**config.mk**
```make
export PLATFORM = sky130hd
export DESIGN_NAME = wilder_rsi_indicator_flat
export DESIGN_NICKNAME = d
export VERILOG_FILES = /design/src/rtl/wrsi_pkg.sv /design/src/rtl/wrsi_if.sv /design/src/rtl/wrsi_divider.sv /design/src/rtl/wilder_rsi_indicator.sv /design/src/flat_wrapper.sv
export VERILOG_INCLUDE_DIRS = /design/src /design/src/rtl
export SDC_FILE = /design/constraint.sdc
export NUM_CORES = 2
export LEC_CHECK = 0
export BUFFER_PORTS_ARGS = -buffer_cell sky130_fd_sc_hd__buf_2
export CAP_MARGIN = 10
export CORE_MARGIN = 5
export CORE_UTILIZATION = 50
export CTS_BUF_LIST = sky130_fd_sc_hd__clkbuf_4
export DETAILED_ROUTE_END_ITERATION = 10
export PLACE_DENSITY = 0.63
export SKIP_LAST_GASP = 1
export SLEW_MARGIN = 30
export SYNTH_ARGS = -nofsm -noshare
export SYNTH_HDL_FRONTEND = slang
export SYNTH_SLANG_ARGS = --single-unit
```
**constraint.sdc**
```tcl
create_clock -name clk -period 16.7 [get_ports clk]
set_input_delay 0.835 -clock clk [delete_from_list [all_inputs] [get_ports clk]]
set_output_delay 0.835 -clock clk [all_outputs]
set_load 0.005 [all_outputs]
```
**src/rtl/wilder_rsi_indicator_assert.svh**
```systemverilog
// assertion macros shared by the rsi indicator rtl
// no dependencies; included by files that carry concurrent checks
`ifndef WILDER_RSI_INDICATOR_ASSERT_SVH
`define WILDER_RSI_INDICATOR_ASSERT_SVH

// consequence must hold in the same cycle as the antecedent
`define WRSI_ASSERT_SAME(label, ck, rstn, ante, cons, msg) \
    label: assert property (@(posedge ck) disable iff (!rstn) (ante) |-> (cons)) \
        else $error(msg);

// consequence must hold in the cycle after the antecedent
`define WRSI_ASSERT_NEXT(label, ck, rstn, ante, cons, msg) \
    label: assert property (@(posedge ck) disable iff (!rstn) (ante) |=> (cons)) \
        else $error(msg);

`endif

```
**src/rtl/wrsi_pkg.sv**
```systemverilog
// shared widths, constants and control structs of the rsi indicator
// no dependencies; used by the interfaces, the divider and the top level
package wrsi_pkg;

    // field and state widths
    localparam int PRICE_W      = 32;
    localparam int FRAC_W       = 16;
    localparam int AVG_W        = 56;
    localparam int PERIOD_W     = 9;
    localparam int SEEN_W       = 10;
    localparam int RSI_W        = 14;

    // period limits and reset value
    localparam int MAX_PERIOD   = 256;
    localparam int PERIOD_RESET = 14;

    // full scale rsi in hundredths of a percent
    localparam int RSI_SCALE    = 10000;

    // shared divider: dividend width, divisor width, steps of the ratio division
    localparam int DIV_W        = 64;
    localparam int DIVISOR_W    = 50;
    localparam int RSI_STEPS    = DIV_W - DIVISOR_W;

    // divider request and response
    typedef struct packed {
        logic start;
        logic short_run;
    } div_req_t;

    typedef struct packed {
        logic busy;
        logic done;
    } div_rsp_t;

endpackage

```
**src/rtl/wrsi_if.sv**
```systemverilog
// valid/ready channel interfaces for price beats and result beats
// depends on wrsi_pkg for field widths
interface wrsi_price_if import wrsi_pkg::*; ();
    logic               valid;
    logic               ready;
    logic [PRICE_W-1:0] price;

    modport source (output valid, output price, input ready);
    modport sink (input valid, input price, output ready);
endinterface

interface wrsi_result_if import wrsi_pkg::*; ();
    logic             valid;
    logic             ready;
    logic [RSI_W-1:0] rsi;
    logic             ready_res;

    modport source (output valid, output rsi, output ready_res, input ready);
    modport sink (input valid, input rsi, input ready_res, output ready);
endinterface

```
**src/rtl/wrsi_divider.sv**
```systemverilog
// bit-serial restoring divider, one quotient bit per cycle
// depends on wrsi_pkg; full run takes DIV_W steps, short run RSI_STEPS steps
module wrsi_divider import wrsi_pkg::*;
(
    input  logic                 clk,
    input  logic                 rst_n,
    input  div_req_t             req,
    input  logic [DIV_W-1:0]     dividend,
    input  logic [DIVISOR_W-1:0] divisor,
    output div_rsp_t             rsp,
    output logic [DIV_W-1:0]     quotient
);

    localparam int CNT_W = $clog2(DIV_W + 1);

    logic [DIVISOR_W-1:0] rem_reg,  rem_next;
    logic [DIV_W-1:0]     work_reg, work_next;
    logic [DIVISOR_W-1:0] dvs_reg,  dvs_next;
    logic [CNT_W-1:0]     cnt_reg,  cnt_next;
    logic                 busy_reg, busy_next;
    logic                 done_reg, done_next;

    logic [DIVISOR_W:0]   trial;
    logic                 take;

    // one restoring step: shift in the next dividend bit, subtract if it fits
    assign trial = {rem_reg, work_reg[DIV_W-1]};
    assign take  = (trial >= {1'b0, dvs_reg});

    always_comb
    begin
        rem_next  = rem_reg;
        work_next = work_reg;
        dvs_next  = dvs_reg;
        cnt_next  = cnt_reg;
        busy_next = busy_reg;
        done_next = 1'b0;
        if (req.start)
        begin
            dvs_next  = divisor;
            busy_next = 1'b1;
            if (req.short_run)
            begin
                // quotient known to fit RSI_STEPS bits: skip the leading zero steps
                rem_next  = dividend[DIV_W-1:RSI_STEPS];
                work_next = {dividend[RSI_STEPS-1:0], {DIVISOR_W{1'b0}}};
                cnt_next  = CNT_W'(RSI_STEPS);
            end
            else
            begin
                rem_next  = '0;
                work_next = dividend;
                cnt_next  = CNT_W'(DIV_W);
            end
        end
        else if (busy_reg)
        begin
            if (take)
                rem_next = DIVISOR_W'(trial - {1'b0, dvs_reg});
            else
                rem_next = trial[DIVISOR_W-1:0];
            work_next = {work_reg[DIV_W-2:0], take};
            cnt_next  = cnt_reg - CNT_W'(1);
            if (cnt_reg == CNT_W'(1))
            begin
                busy_next = 1'b0;
                done_next = 1'b1;
            end
        end
    end

    // control state
    always_ff @(posedge clk or negedge rst_n)
    begin
        if (!rst_n)
        begin
            busy_reg <= 1'b0;
            done_reg <= 1'b0;
            cnt_reg  <= '0;
        end
        else
        begin
            busy_reg <= busy_next;
            done_reg <= done_next;
            cnt_reg  <= cnt_next;
        end
    end

    // datapath
    always_ff @(posedge clk)
    begin
        rem_reg  <= rem_next;
        work_reg <= work_next;
        dvs_reg  <= dvs_next;
    end

    assign rsp.busy = busy_reg;
    assign rsp.done = done_reg;
    assign quotient = work_reg;

endmodule

```
**src/rtl/wilder_rsi_indicator.sv**
```systemverilog
// channel   | dir | payload               | handshake
// samples   | in  | price[31:0]           | valid / ready
// results   | out | rsi[13:0], ready_res  | valid / ready
// period    | in  | period_wdata[8:0]     | period_we, no wait
//
// one price beat at a time; ready is high only while the sequencer is idle
// first and seeding beats go from idle to done; the last one divides both sums
// smoothed beat: both averages, then the ratio, on the shared serial divider
//   (64 steps per average update, 14 for the ratio) plus up to 7 halving steps
// reset clears control and indicator state, loads period 14; no clearing pass
// a held result stalls the block until results.ready takes it
// depends on wrsi_pkg, wrsi_if, wrsi_divider and the assertion macro header
module wilder_rsi_indicator import wrsi_pkg::*;
(
    input  logic                clk,
    input  logic                rst_n,
    input  logic                period_we,
    input  logic [PERIOD_W-1:0] period_wdata,
    wrsi_price_if.sink          samples,
    wrsi_result_if.source       results
);

`include "wilder_rsi_indicator_assert.svh"

    localparam int MUL_B_W = RSI_W;
    localparam int MUL_P_W = AVG_W + MUL_B_W;
    localparam logic [RSI_W-1:0] RSI_FULL = RSI_W'(RSI_SCALE);

    typedef enum logic [10:0] {
        S_IDLE   = 11'b000_0000_0001,
        S_SDIV_G = 11'b000_0000_0010,
        S_SDIV_L = 11'b000_0000_0100,
        S_MUL_G  = 11'b000_0000_1000,
        S_DIV_G  = 11'b000_0001_0000,
        S_MUL_L  = 11'b000_0010_0000,
        S_DIV_L  = 11'b000_0100_0000,
        S_HALVE  = 11'b000_1000_0000,
        S_MUL_R  = 11'b001_0000_0000,
        S_DIV_R  = 11'b010_0000_0000,
        S_DONE   = 11'b100_0000_0000
    } state_t;

    state_t               state_reg, state_next;
    logic                 start_reg, start_next;
    logic [PERIOD_W-1:0]  period_reg, period_next;
    logic [SEEN_W-1:0]    seen_reg, seen_next;
    logic [PRICE_W-1:0]   last_price_reg, last_price_next;
    logic [AVG_W-1:0]     gavg_reg, gavg_next;
    logic [AVG_W-1:0]     lavg_reg, lavg_next;

    logic [DIV_W-1:0]     div_arg_reg, div_arg_next;
    logic [PRICE_W-1:0]   gmove_reg, gmove_next;
    logic [PRICE_W-1:0]   lmove_reg, lmove_next;
    logic [AVG_W-1:0]     rg_reg, rg_next;
    logic [AVG_W-1:0]     rl_reg, rl_next;
    logic [DIVISOR_W-1:0] s_reg, s_next;
    logic [RSI_W-1:0]     rsi_reg, rsi_next;
    logic                 rr_reg, rr_next;

    logic [PERIOD_W-1:0]  eff_p;
    logic [SEEN_W-1:0]    seen_lim;
    logic [SEEN_W-1:0]    seed_last;
    logic [SEEN_W-1:0]    seen_clamp;
    logic [SEEN_W-1:0]    seen_new;
    logic [PRICE_W-1:0]   gain_diff;
    logic [PRICE_W-1:0]   loss_diff;
    logic [AVG_W-1:0]     gsum;
    logic [AVG_W-1:0]     lsum;
    logic [AVG_W:0]       rsum;

    logic [AVG_W-1:0]     mul_a;
    logic [MUL_B_W-1:0]   mul_b;
    logic [DIV_W-1:0]     mul_add;
    logic [MUL_P_W-1:0]   mul_prod;
    logic [DIV_W-1:0]     mul_sum;

    div_req_t             div_req;
    div_rsp_t             div_rsp;
    logic [DIVISOR_W-1:0] div_divisor;
    logic [DIV_W-1:0]     div_q;

    // effective period: zero acts as one, large values clip
    always_comb
    begin
        if (period_reg == '0)
            eff_p = PERIOD_W'(1);
        else if (period_reg > PERIOD_W'(MAX_PERIOD))
            eff_p = PERIOD_W'(MAX_PERIOD);
        else
            eff_p = period_reg;
    end

    // sample count clamp and advance
    assign seen_lim   = SEEN_W'(eff_p) + SEEN_W'(2);
    assign seed_last  = SEEN_W'(eff_p) + SEEN_W'(1);
    assign seen_clamp = (seen_reg > seen_lim) ? seen_lim : seen_reg;
    assign seen_new   = (seen_clamp < seen_lim) ? (seen_clamp + SEEN_W'(1)) : seen_clamp;

    // price move split into gain and loss
    always_comb
    begin
        if (samples.price > last_price_reg)
        begin
            gain_diff = samples.price - last_price_reg;
            loss_diff = '0;
        end
        else
        begin
            gain_diff = '0;
            loss_diff = last_price_reg - samples.price;
        end
    end

    assign gsum = gavg_reg + AVG_W'({gain_diff, {FRAC_W{1'b0}}});
    assign lsum = lavg_reg + AVG_W'({loss_diff, {FRAC_W{1'b0}}});

    // ratio operands: sum of the averages for the halving check
    assign rsum = {1'b0, rg_reg} + {1'b0, rl_reg};

    // shared multiply-add operand select
    always_comb
    begin
        mul_a   = rg_reg;
        mul_b   = MUL_B_W'(RSI_SCALE);
        mul_add = '0;
        if (state_reg == S_MUL_G)
        begin
            mul_a   = gavg_reg;
            mul_b   = MUL_B_W'(eff_p - PERIOD_W'(1));
            mul_add = DIV_W'({gmove_reg, {FRAC_W{1'b0}}});
        end
        else if (state_reg == S_MUL_L)
        begin
            mul_a   = lavg_reg;
            mul_b   = MUL_B_W'(eff_p - PERIOD_W'(1));
            mul_add = DIV_W'({lmove_reg, {FRAC_W{1'b0}}});
        end
    end

    assign mul_prod = MUL_P_W'(mul_a) * MUL_P_W'(mul_b);
    assign mul_sum  = mul_prod[DIV_W-1:0] + mul_add;

    // shared divider
    assign div_req.start     = start_reg;
    assign div_req.short_run = (state_reg == S_DIV_R);
    assign div_divisor       = (state_reg == S_DIV_R) ? s_reg : DIVISOR_W'(eff_p);

    wrsi_divider u_divider (
        .clk      (clk),
        .rst_n    (rst_n),
        .req      (div_req),
        .dividend (div_arg_reg),
        .divisor  (div_divisor),
        .rsp      (div_rsp),
        .quotient (div_q)
    );

    // sequencer
    always_comb
    begin
        state_next      = state_reg;
        start_next      = 1'b0;
        period_next     = period_reg;
        seen_next       = seen_reg;
        last_price_next = last_price_reg;
        gavg_next       = gavg_reg;
        lavg_next       = lavg_reg;
        div_arg_next    = div_arg_reg;
        gmove_next      = gmove_reg;
        lmove_next      = lmove_reg;
        rg_next         = rg_reg;
        rl_next         = rl_reg;
        s_next          = s_reg;
        rsi_next        = rsi_reg;
        rr_next         = rr_reg;

        if (period_we)
            period_next = period_wdata;

        unique case (state_reg)
            S_IDLE:
            begin
                if (samples.valid)
                begin
                    seen_next       = seen_new;
                    last_price_next = samples.price;
                    rsi_next        = '0;
                    rr_next         = 1'b0;
                    if (seen_new == SEEN_W'(1))
                        state_next = S_DONE;
                    else if (seen_new <= seed_last)
                    begin
                        gavg_next = gsum;
                        lavg_next = lsum;
                        if (seen_new == seed_last)
                        begin
                            div_arg_next = DIV_W'(gsum);
                            start_next   = 1'b1;
                            state_next   = S_SDIV_G;
                        end
                        else
                            state_next = S_DONE;
                    end
                    else
                    begin
                        gmove_next = gain_diff;
                        lmove_next = loss_diff;
                        state_next = S_MUL_G;
                    end
                end
            end
            S_SDIV_G:
            begin
                if (div_rsp.done)
                begin
                    gavg_next    = div_q[AVG_W-1:0];
                    div_arg_next = DIV_W'(lavg_reg);
                    start_next   = 1'b1;
                    state_next   = S_SDIV_L;
                end
            end
            S_SDIV_L:
            begin
                if (div_rsp.done)
                begin
                    lavg_next  = div_q[AVG_W-1:0];
                    state_next = S_DONE;
                end
            end
            S_MUL_G:
            begin
                div_arg_next = mul_sum;
                start_next   = 1'b1;
                state_next   = S_DIV_G;
            end
            S_DIV_G:
            begin
                if (div_rsp.done)
                begin
                    gavg_next  = div_q[AVG_W-1:0];
                    state_next = S_MUL_L;
                end
            end
            S_MUL_L:
            begin
                div_arg_next = mul_sum;
                start_next   = 1'b1;
                state_next   = S_DIV_L;
            end
            S_DIV_L:
            begin
                if (div_rsp.done)
                begin
                    lavg_next = div_q[AVG_W-1:0];
                    rr_next   = 1'b1;
                    if (div_q[AVG_W-1:0] == '0)
                    begin
                        rsi_next   = RSI_FULL;
                        state_next = S_DONE;
                    end
                    else
                    begin
                        rg_next    = gavg_reg;
                        rl_next    = div_q[AVG_W-1:0];
                        state_next = S_HALVE;
                    end
                end
            end
            S_HALVE:
            begin
                // bring the sum below 2^50 before the ratio
                if (|rsum[AVG_W:DIVISOR_W])
                begin
                    rg_next = rg_reg >> 1;
                    rl_next = rl_reg >> 1;
                end
                else if (rsum == '0)
                begin
                    rsi_next   = RSI_FULL;
                    state_next = S_DONE;
                end
                else
                begin
                    s_next     = rsum[DIVISOR_W-1:0];
                    state_next = S_MUL_R;
                end
            end
            S_MUL_R:
            begin
                div_arg_next = mul_sum;
                start_next   = 1'b1;
                state_next   = S_DIV_R;
            end
            S_DIV_R:
            begin
                if (div_rsp.done)
                begin
                    rsi_next   = div_q[RSI_W-1:0];
                    state_next = S_DONE;
                end
            end
            S_DONE:
            begin
                if (results.ready)
                    state_next = S_IDLE;
            end
            default:
            begin
                state_next = S_IDLE;
            end
        endcase
    end

    // control and indicator state
    always_ff @(posedge clk or negedge rst_n)
    begin
        if (!rst_n)
        begin
            state_reg      <= S_IDLE;
            start_reg      <= 1'b0;
            period_reg     <= PERIOD_W'(PERIOD_RESET);
            seen_reg       <= '0;
            last_price_reg <= '0;
            gavg_reg       <= '0;
            lavg_reg       <= '0;
        end
        else
        begin
            state_reg      <= state_next;
            start_reg      <= start_next;
            period_reg     <= period_next;
            seen_reg       <= seen_next;
            last_price_reg <= last_price_next;
            gavg_reg       <= gavg_next;
            lavg_reg       <= lavg_next;
        end
    end

    // working and result registers
    always_ff @(posedge clk)
    begin
        div_arg_reg <= div_arg_next;
        gmove_reg   <= gmove_next;
        lmove_reg   <= lmove_next;
        rg_reg      <= rg_next;
        rl_reg      <= rl_next;
        s_reg       <= s_next;
        rsi_reg     <= rsi_next;
        rr_reg      <= rr_next;
    end

    // channel outputs
    assign samples.ready     = (state_reg == S_IDLE);
    assign results.valid     = (state_reg == S_DONE);
    assign results.rsi       = rsi_reg;
    assign results.ready_res = rr_reg;

    // checks
    `WRSI_ASSERT_SAME(a_rsi_range, clk, rst_n, results.valid, results.rsi <= RSI_FULL,
        "rsi beyond full scale")
    `WRSI_ASSERT_SAME(a_seed_zero, clk, rst_n, results.valid && !results.ready_res,
        results.rsi == '0, "seeding beat carries nonzero rsi")
    `WRSI_ASSERT_SAME(a_one_item, clk, rst_n, samples.ready, !results.valid,
        "input ready while a result is held")
    `WRSI_ASSERT_NEXT(a_busy_after_accept, clk, rst_n, samples.valid && samples.ready,
        !samples.ready, "ready again right after an accepted beat")
    `WRSI_ASSERT_SAME(a_div_owner, clk, rst_n, div_rsp.busy || div_rsp.done,
        state_reg == S_SDIV_G || state_reg == S_SDIV_L || state_reg == S_DIV_G ||
        state_reg == S_DIV_L || state_reg == S_DIV_R, "divider active outside a divide step")

endmodule

```
**src/flat_wrapper.sv**
```systemverilog
// flat-port wrapper written by rule: the top's interface ports become plain ports
module wilder_rsi_indicator_flat import wrsi_pkg::*;
  (clk, rst_n, period_we, period_wdata, samples_valid, samples_price, samples_ready, results_valid, results_rsi, results_ready_res, results_ready);
  wrsi_price_if samples_i ();
  wrsi_result_if results_i ();
  input  logic clk;
  input  logic rst_n;
  input  logic period_we;
  input  logic [PERIOD_W-1:0] period_wdata;
  input wire logic [$bits(samples_i.valid)-1:0] samples_valid;
  input wire logic [$bits(samples_i.price)-1:0] samples_price;
  output wire logic [$bits(samples_i.ready)-1:0] samples_ready;
  output wire logic [$bits(results_i.valid)-1:0] results_valid;
  output wire logic [$bits(results_i.rsi)-1:0] results_rsi;
  output wire logic [$bits(results_i.ready_res)-1:0] results_ready_res;
  input wire logic [$bits(results_i.ready)-1:0] results_ready;
  assign samples_i.valid = samples_valid;
  assign samples_i.price = samples_price;
  assign samples_ready = samples_i.ready;
  assign results_valid = results_i.valid;
  assign results_rsi = results_i.rsi;
  assign results_ready_res = results_i.ready_res;
  assign results_i.ready = results_ready;
  wilder_rsi_indicator u_core (.clk(clk), .rst_n(rst_n), .period_we(period_we), .period_wdata(period_wdata), .samples(samples_i), .results(results_i));
endmodule
```
==> metrics.md <==
| Metric | Value |
|---|---|
| Total track usage | 0.3490 |
| Unique cell type count in the Yosys netlist | 93 |
| R2R Setup Slk | 4930 ps |
| Buffers on Ports | 62 |
| R2R cell count | 31 |
| Met3 Use GR | 0.07239 |
| CORE AREA | 134000 sq um |
| CTS resizes | 0 |
| Layout cells sized above 1 | 0.07865 |
| Worst R2R End | u_core.div_arg_reg[60] |
| IO Pins | between 60 and 70 |
| Syn Std Cell Area | 67570 sq um |
| Remaining antenna violation count after routing | 0 |
| Htree depth | 4 |
| Post-layout nets | 8693 |
| CP startpoint kind | flip-flop |
| Worst Path Buf+Inv | 6 |
| Vias in the first global route | 57432 |
| Cells after synthesis | 7565 |
| Detailed Route Iter0 Violations | 5950 |
| CP Depth | 31 |
| Total vias in the final route | about 58000 |
| Final hold slack | 142.0 ps |
| Die area | about 140000 sq um |
| Hold Vio Cnt, Final | 0 |
| Die H | 377.6 um |
| Final Setup Violations | 0 |
| Placer Congestion | 1.001 |
| Routed wire length | 249300 um |
| Crit path arrival time | approximately 13000 ps |
| Synth area leader | edfxtp_1 |
| CP Capture Type | flip-flop |
| Post-synth EDFFs | ~470 |
| Maximum fanout along the worst path | 16 |
| Met1 Use GR | 0.4537 |
| RSZ-0062 raised after global routing | no |
| Overflow after GRT | 0 |
| Crit path largest cell delay | 750 ps |
| Asr flop ratio synth | 0.2818 |
| Post-DR vias/cell | roughly 6.1 |
| Drc violations | 0 |
| Row count | 134 |
| First-pass GRT wire length | 371400 um |
| Relative slew slack | 0.2272 |
| Clock Latency Late Sink | 1190 ps |
| Seq cells post-synth | between 600 and 700 |
| Placed cell area | 69650 sq um |
| Root Buffer | clkbuf_4 |
| CP startpoint | u_core.period_reg[8] |
| Post-DP HPWL | 198400 um |
| Setup TNS | 0 ps |
| DR pass1 iterations | 8 |
| Post-Layout Inst Area | a little over 70000 sq um |
| Type of the worst min-delay path | input port to flip-flop |
| Crit path kind | flip-flop to flip-flop |
| Initial Utilization | 0.5044 |
| Initial antenna violation count | 14 |
| Final Max Slew Viols | 0 |
| Status | finished clean |
| Top-area cell type share of the netlist area | 0.2084 |
| Clock Sinks | 653 |
| Least-Margin Pin Slew | 1150 ps |
| Mean area per synthesized cell | 8.933 sq um |
| Worst path required time | 17520 ps |
| Max-cap violations | 0 |
| WL/cell | 26.19 um |
| Met2 Use GR | 0.5402 |
| Critical-path top delay cell | o21ai_0 |
| R2R Path Start | u_core.period_reg[8] |
| Register clock-pin slew on the reported worst setup and hold paths | ~70 ps |
| Worst path top cell family by delay | compound AO/OA/AOI/OAI gates |
| Total CTS buffers | 189 |
| CTS tree | yes |
| Tmin final | 11770 ps |
| Fin crit share | 0.7049 |
| Fin util | 0.5423 |
| Part of the Yosys area used for sequential elements | 0.2766 |
| End of the critical path | u_core.div_arg_reg[60] |
| Area delta synth->final | 7.508% |
| Clock Skew | 98.61 ps |
| Busiest grt layer | met2 |
| Synth warn | 0 |
| Fmax | between 80 and 90 MHz |
| Longest Clk Path Bufs | 3 |
| Synth top area cells | edfxtp_1 (21%), fa_1 (20%), ha_1 (7.4%) |
| Die width | around 380 um |
| Largest net degree at the start of global routing | 91 |
| Main flop type after synthesis | edfxtp_1 |
cell type report:
cell class,count,area [sq um]
Clock buffer,278,2087
Antenna cell,9,22.52
Inverter,932,3501
Multi-Input combinational cell,5597,44140
Clock inverter,71,414.1
Timing Repair Buffer,212,1579
Sequential cell,653,18700
Fill cell,12549,61310
Tap cell,1768,2212
layer usage:
layer	part of all wire	vias up
li1	-	25767
met3	0.085	657
met2	0.44	2817
met1	0.40	28482
met5	0.00011	-
met4	0.074	4
cell usage after synthesis (all sizes together), types with 29 or more instances:
cell type and number:
a31oi 58, buf 44, a21o 185, o21a 75, fa 664, a22oi 64
and3 41, nand3 116, a21oi 379, nand2 1205, nor2 458, inv 932
nand4 67, nor4 52, mux2i 129, o22ai 89, o21ai 473, o211ai 35
nor2b 53, o21bai 48, or3 29, xor2 100, and2 155, ha 398
xnor2 186, clkbuf 341, nor3 101, edfxtp 469, nand2b 46, a211oi 40
mux2 42, dfrtp 180
cells by family after synthesis:
logic type                 Yosys count  share of synthesized area
AOI/OAI and AO/OA                 1667                     0.1562
xor gates and xnor gates           286                    0.03707
adders and majority gates         1062                     0.2704
buffers and inverters             1317                    0.07393
DFF                                653                     0.2766
muxes                              171                    0.02611
other                                1                 0.00005549
and+or+nand+nor                   2408                     0.1596
repair_timing:
action | 4_1_cts | 5_1_grt
hold buffers | 42 | 0
hold endpoints to repair | 115 | 0
setup buffers | 0 | 0
cells in the final DEF, fill, tap and decap left out, types with 19 or more instances in the layout:
cell type,netlist,routed
dlygate4sd3_1,0,42
ha_1,398,398
clkbuf_4,0,278
buf_2,15,62
nor4_1,51,47
o21ai_0,463,459
o31ai_1,24,22
o221ai_1,27,27
clkinv_1,0,44
edfxtp_1,469,469
a21o_1,185,184
a31oi_1,58,57
o21bai_1,48,48
a21oi_1,379,375
o21a_1,75,75
a22oi_1,64,64
nor3_1,101,99
inv_1,930,929
nand2b_1,46,46
nor2_1,458,447
and3_1,41,39
and2_1,155,151
mux2i_1,129,129
buf_4,1,103
xor2_1,100,100
nand2_1,1204,1202
mux2_2,26,26
nand4_1,67,67
a211oi_1,40,38
or3_1,29,29
o22ai_1,89,89
o211ai_1,27,27
dfrtp_1,180,179
a211o_1,23,23
or4_1,19,19
nor2b_1,53,53
nand3_1,116,115
fa_1,664,664
xnor2_1,186,185
worst reg2reg max path: cells and delay by family (launching register included):
family / cells / cell delay (ps)
AO/OA/AOI/OAI: 8 / 3700
adder cells (fa/ha/maj): 8 / 3560
AND/OR/NAND/NOR: 8 / 2640
buffers and inverters: 6 / 720
flip-flops: 1 / 650
XOR/XNOR: 1 / 170
worst min-delay path by stage:
stage	startpoint	endpoint	slack (ps)	cells after the start
after CTS	period_we	u_core.period_reg[1]	40	3
after floorplan	u_core.lavg_reg[0]	u_core.lavg_reg[0]	470	2
final	period_we	u_core.period_reg[1]	140	3
after detailed placement	u_core.last_price_reg[31]	u_core.last_price_reg[31]	500	1
after global placement	u_core.last_price_reg[31]	u_core.last_price_reg[31]	490	1
after global routing	samples_valid	u_core.state_reg[0]	90	3
metrics by stage:
step / setup WS [ps] / cells
floorplan: 7324 / 7567
global placement: 5498 / 9118
detailed placement: 5387 / 9119
CTS: 5330 / 9510
global route: 4617 / 9518
finish: 4928 / 9520
Power is left out: the tool's default activity adds up to more than one toggle a clock period on the data nets, which glitch-free logic cannot reach.
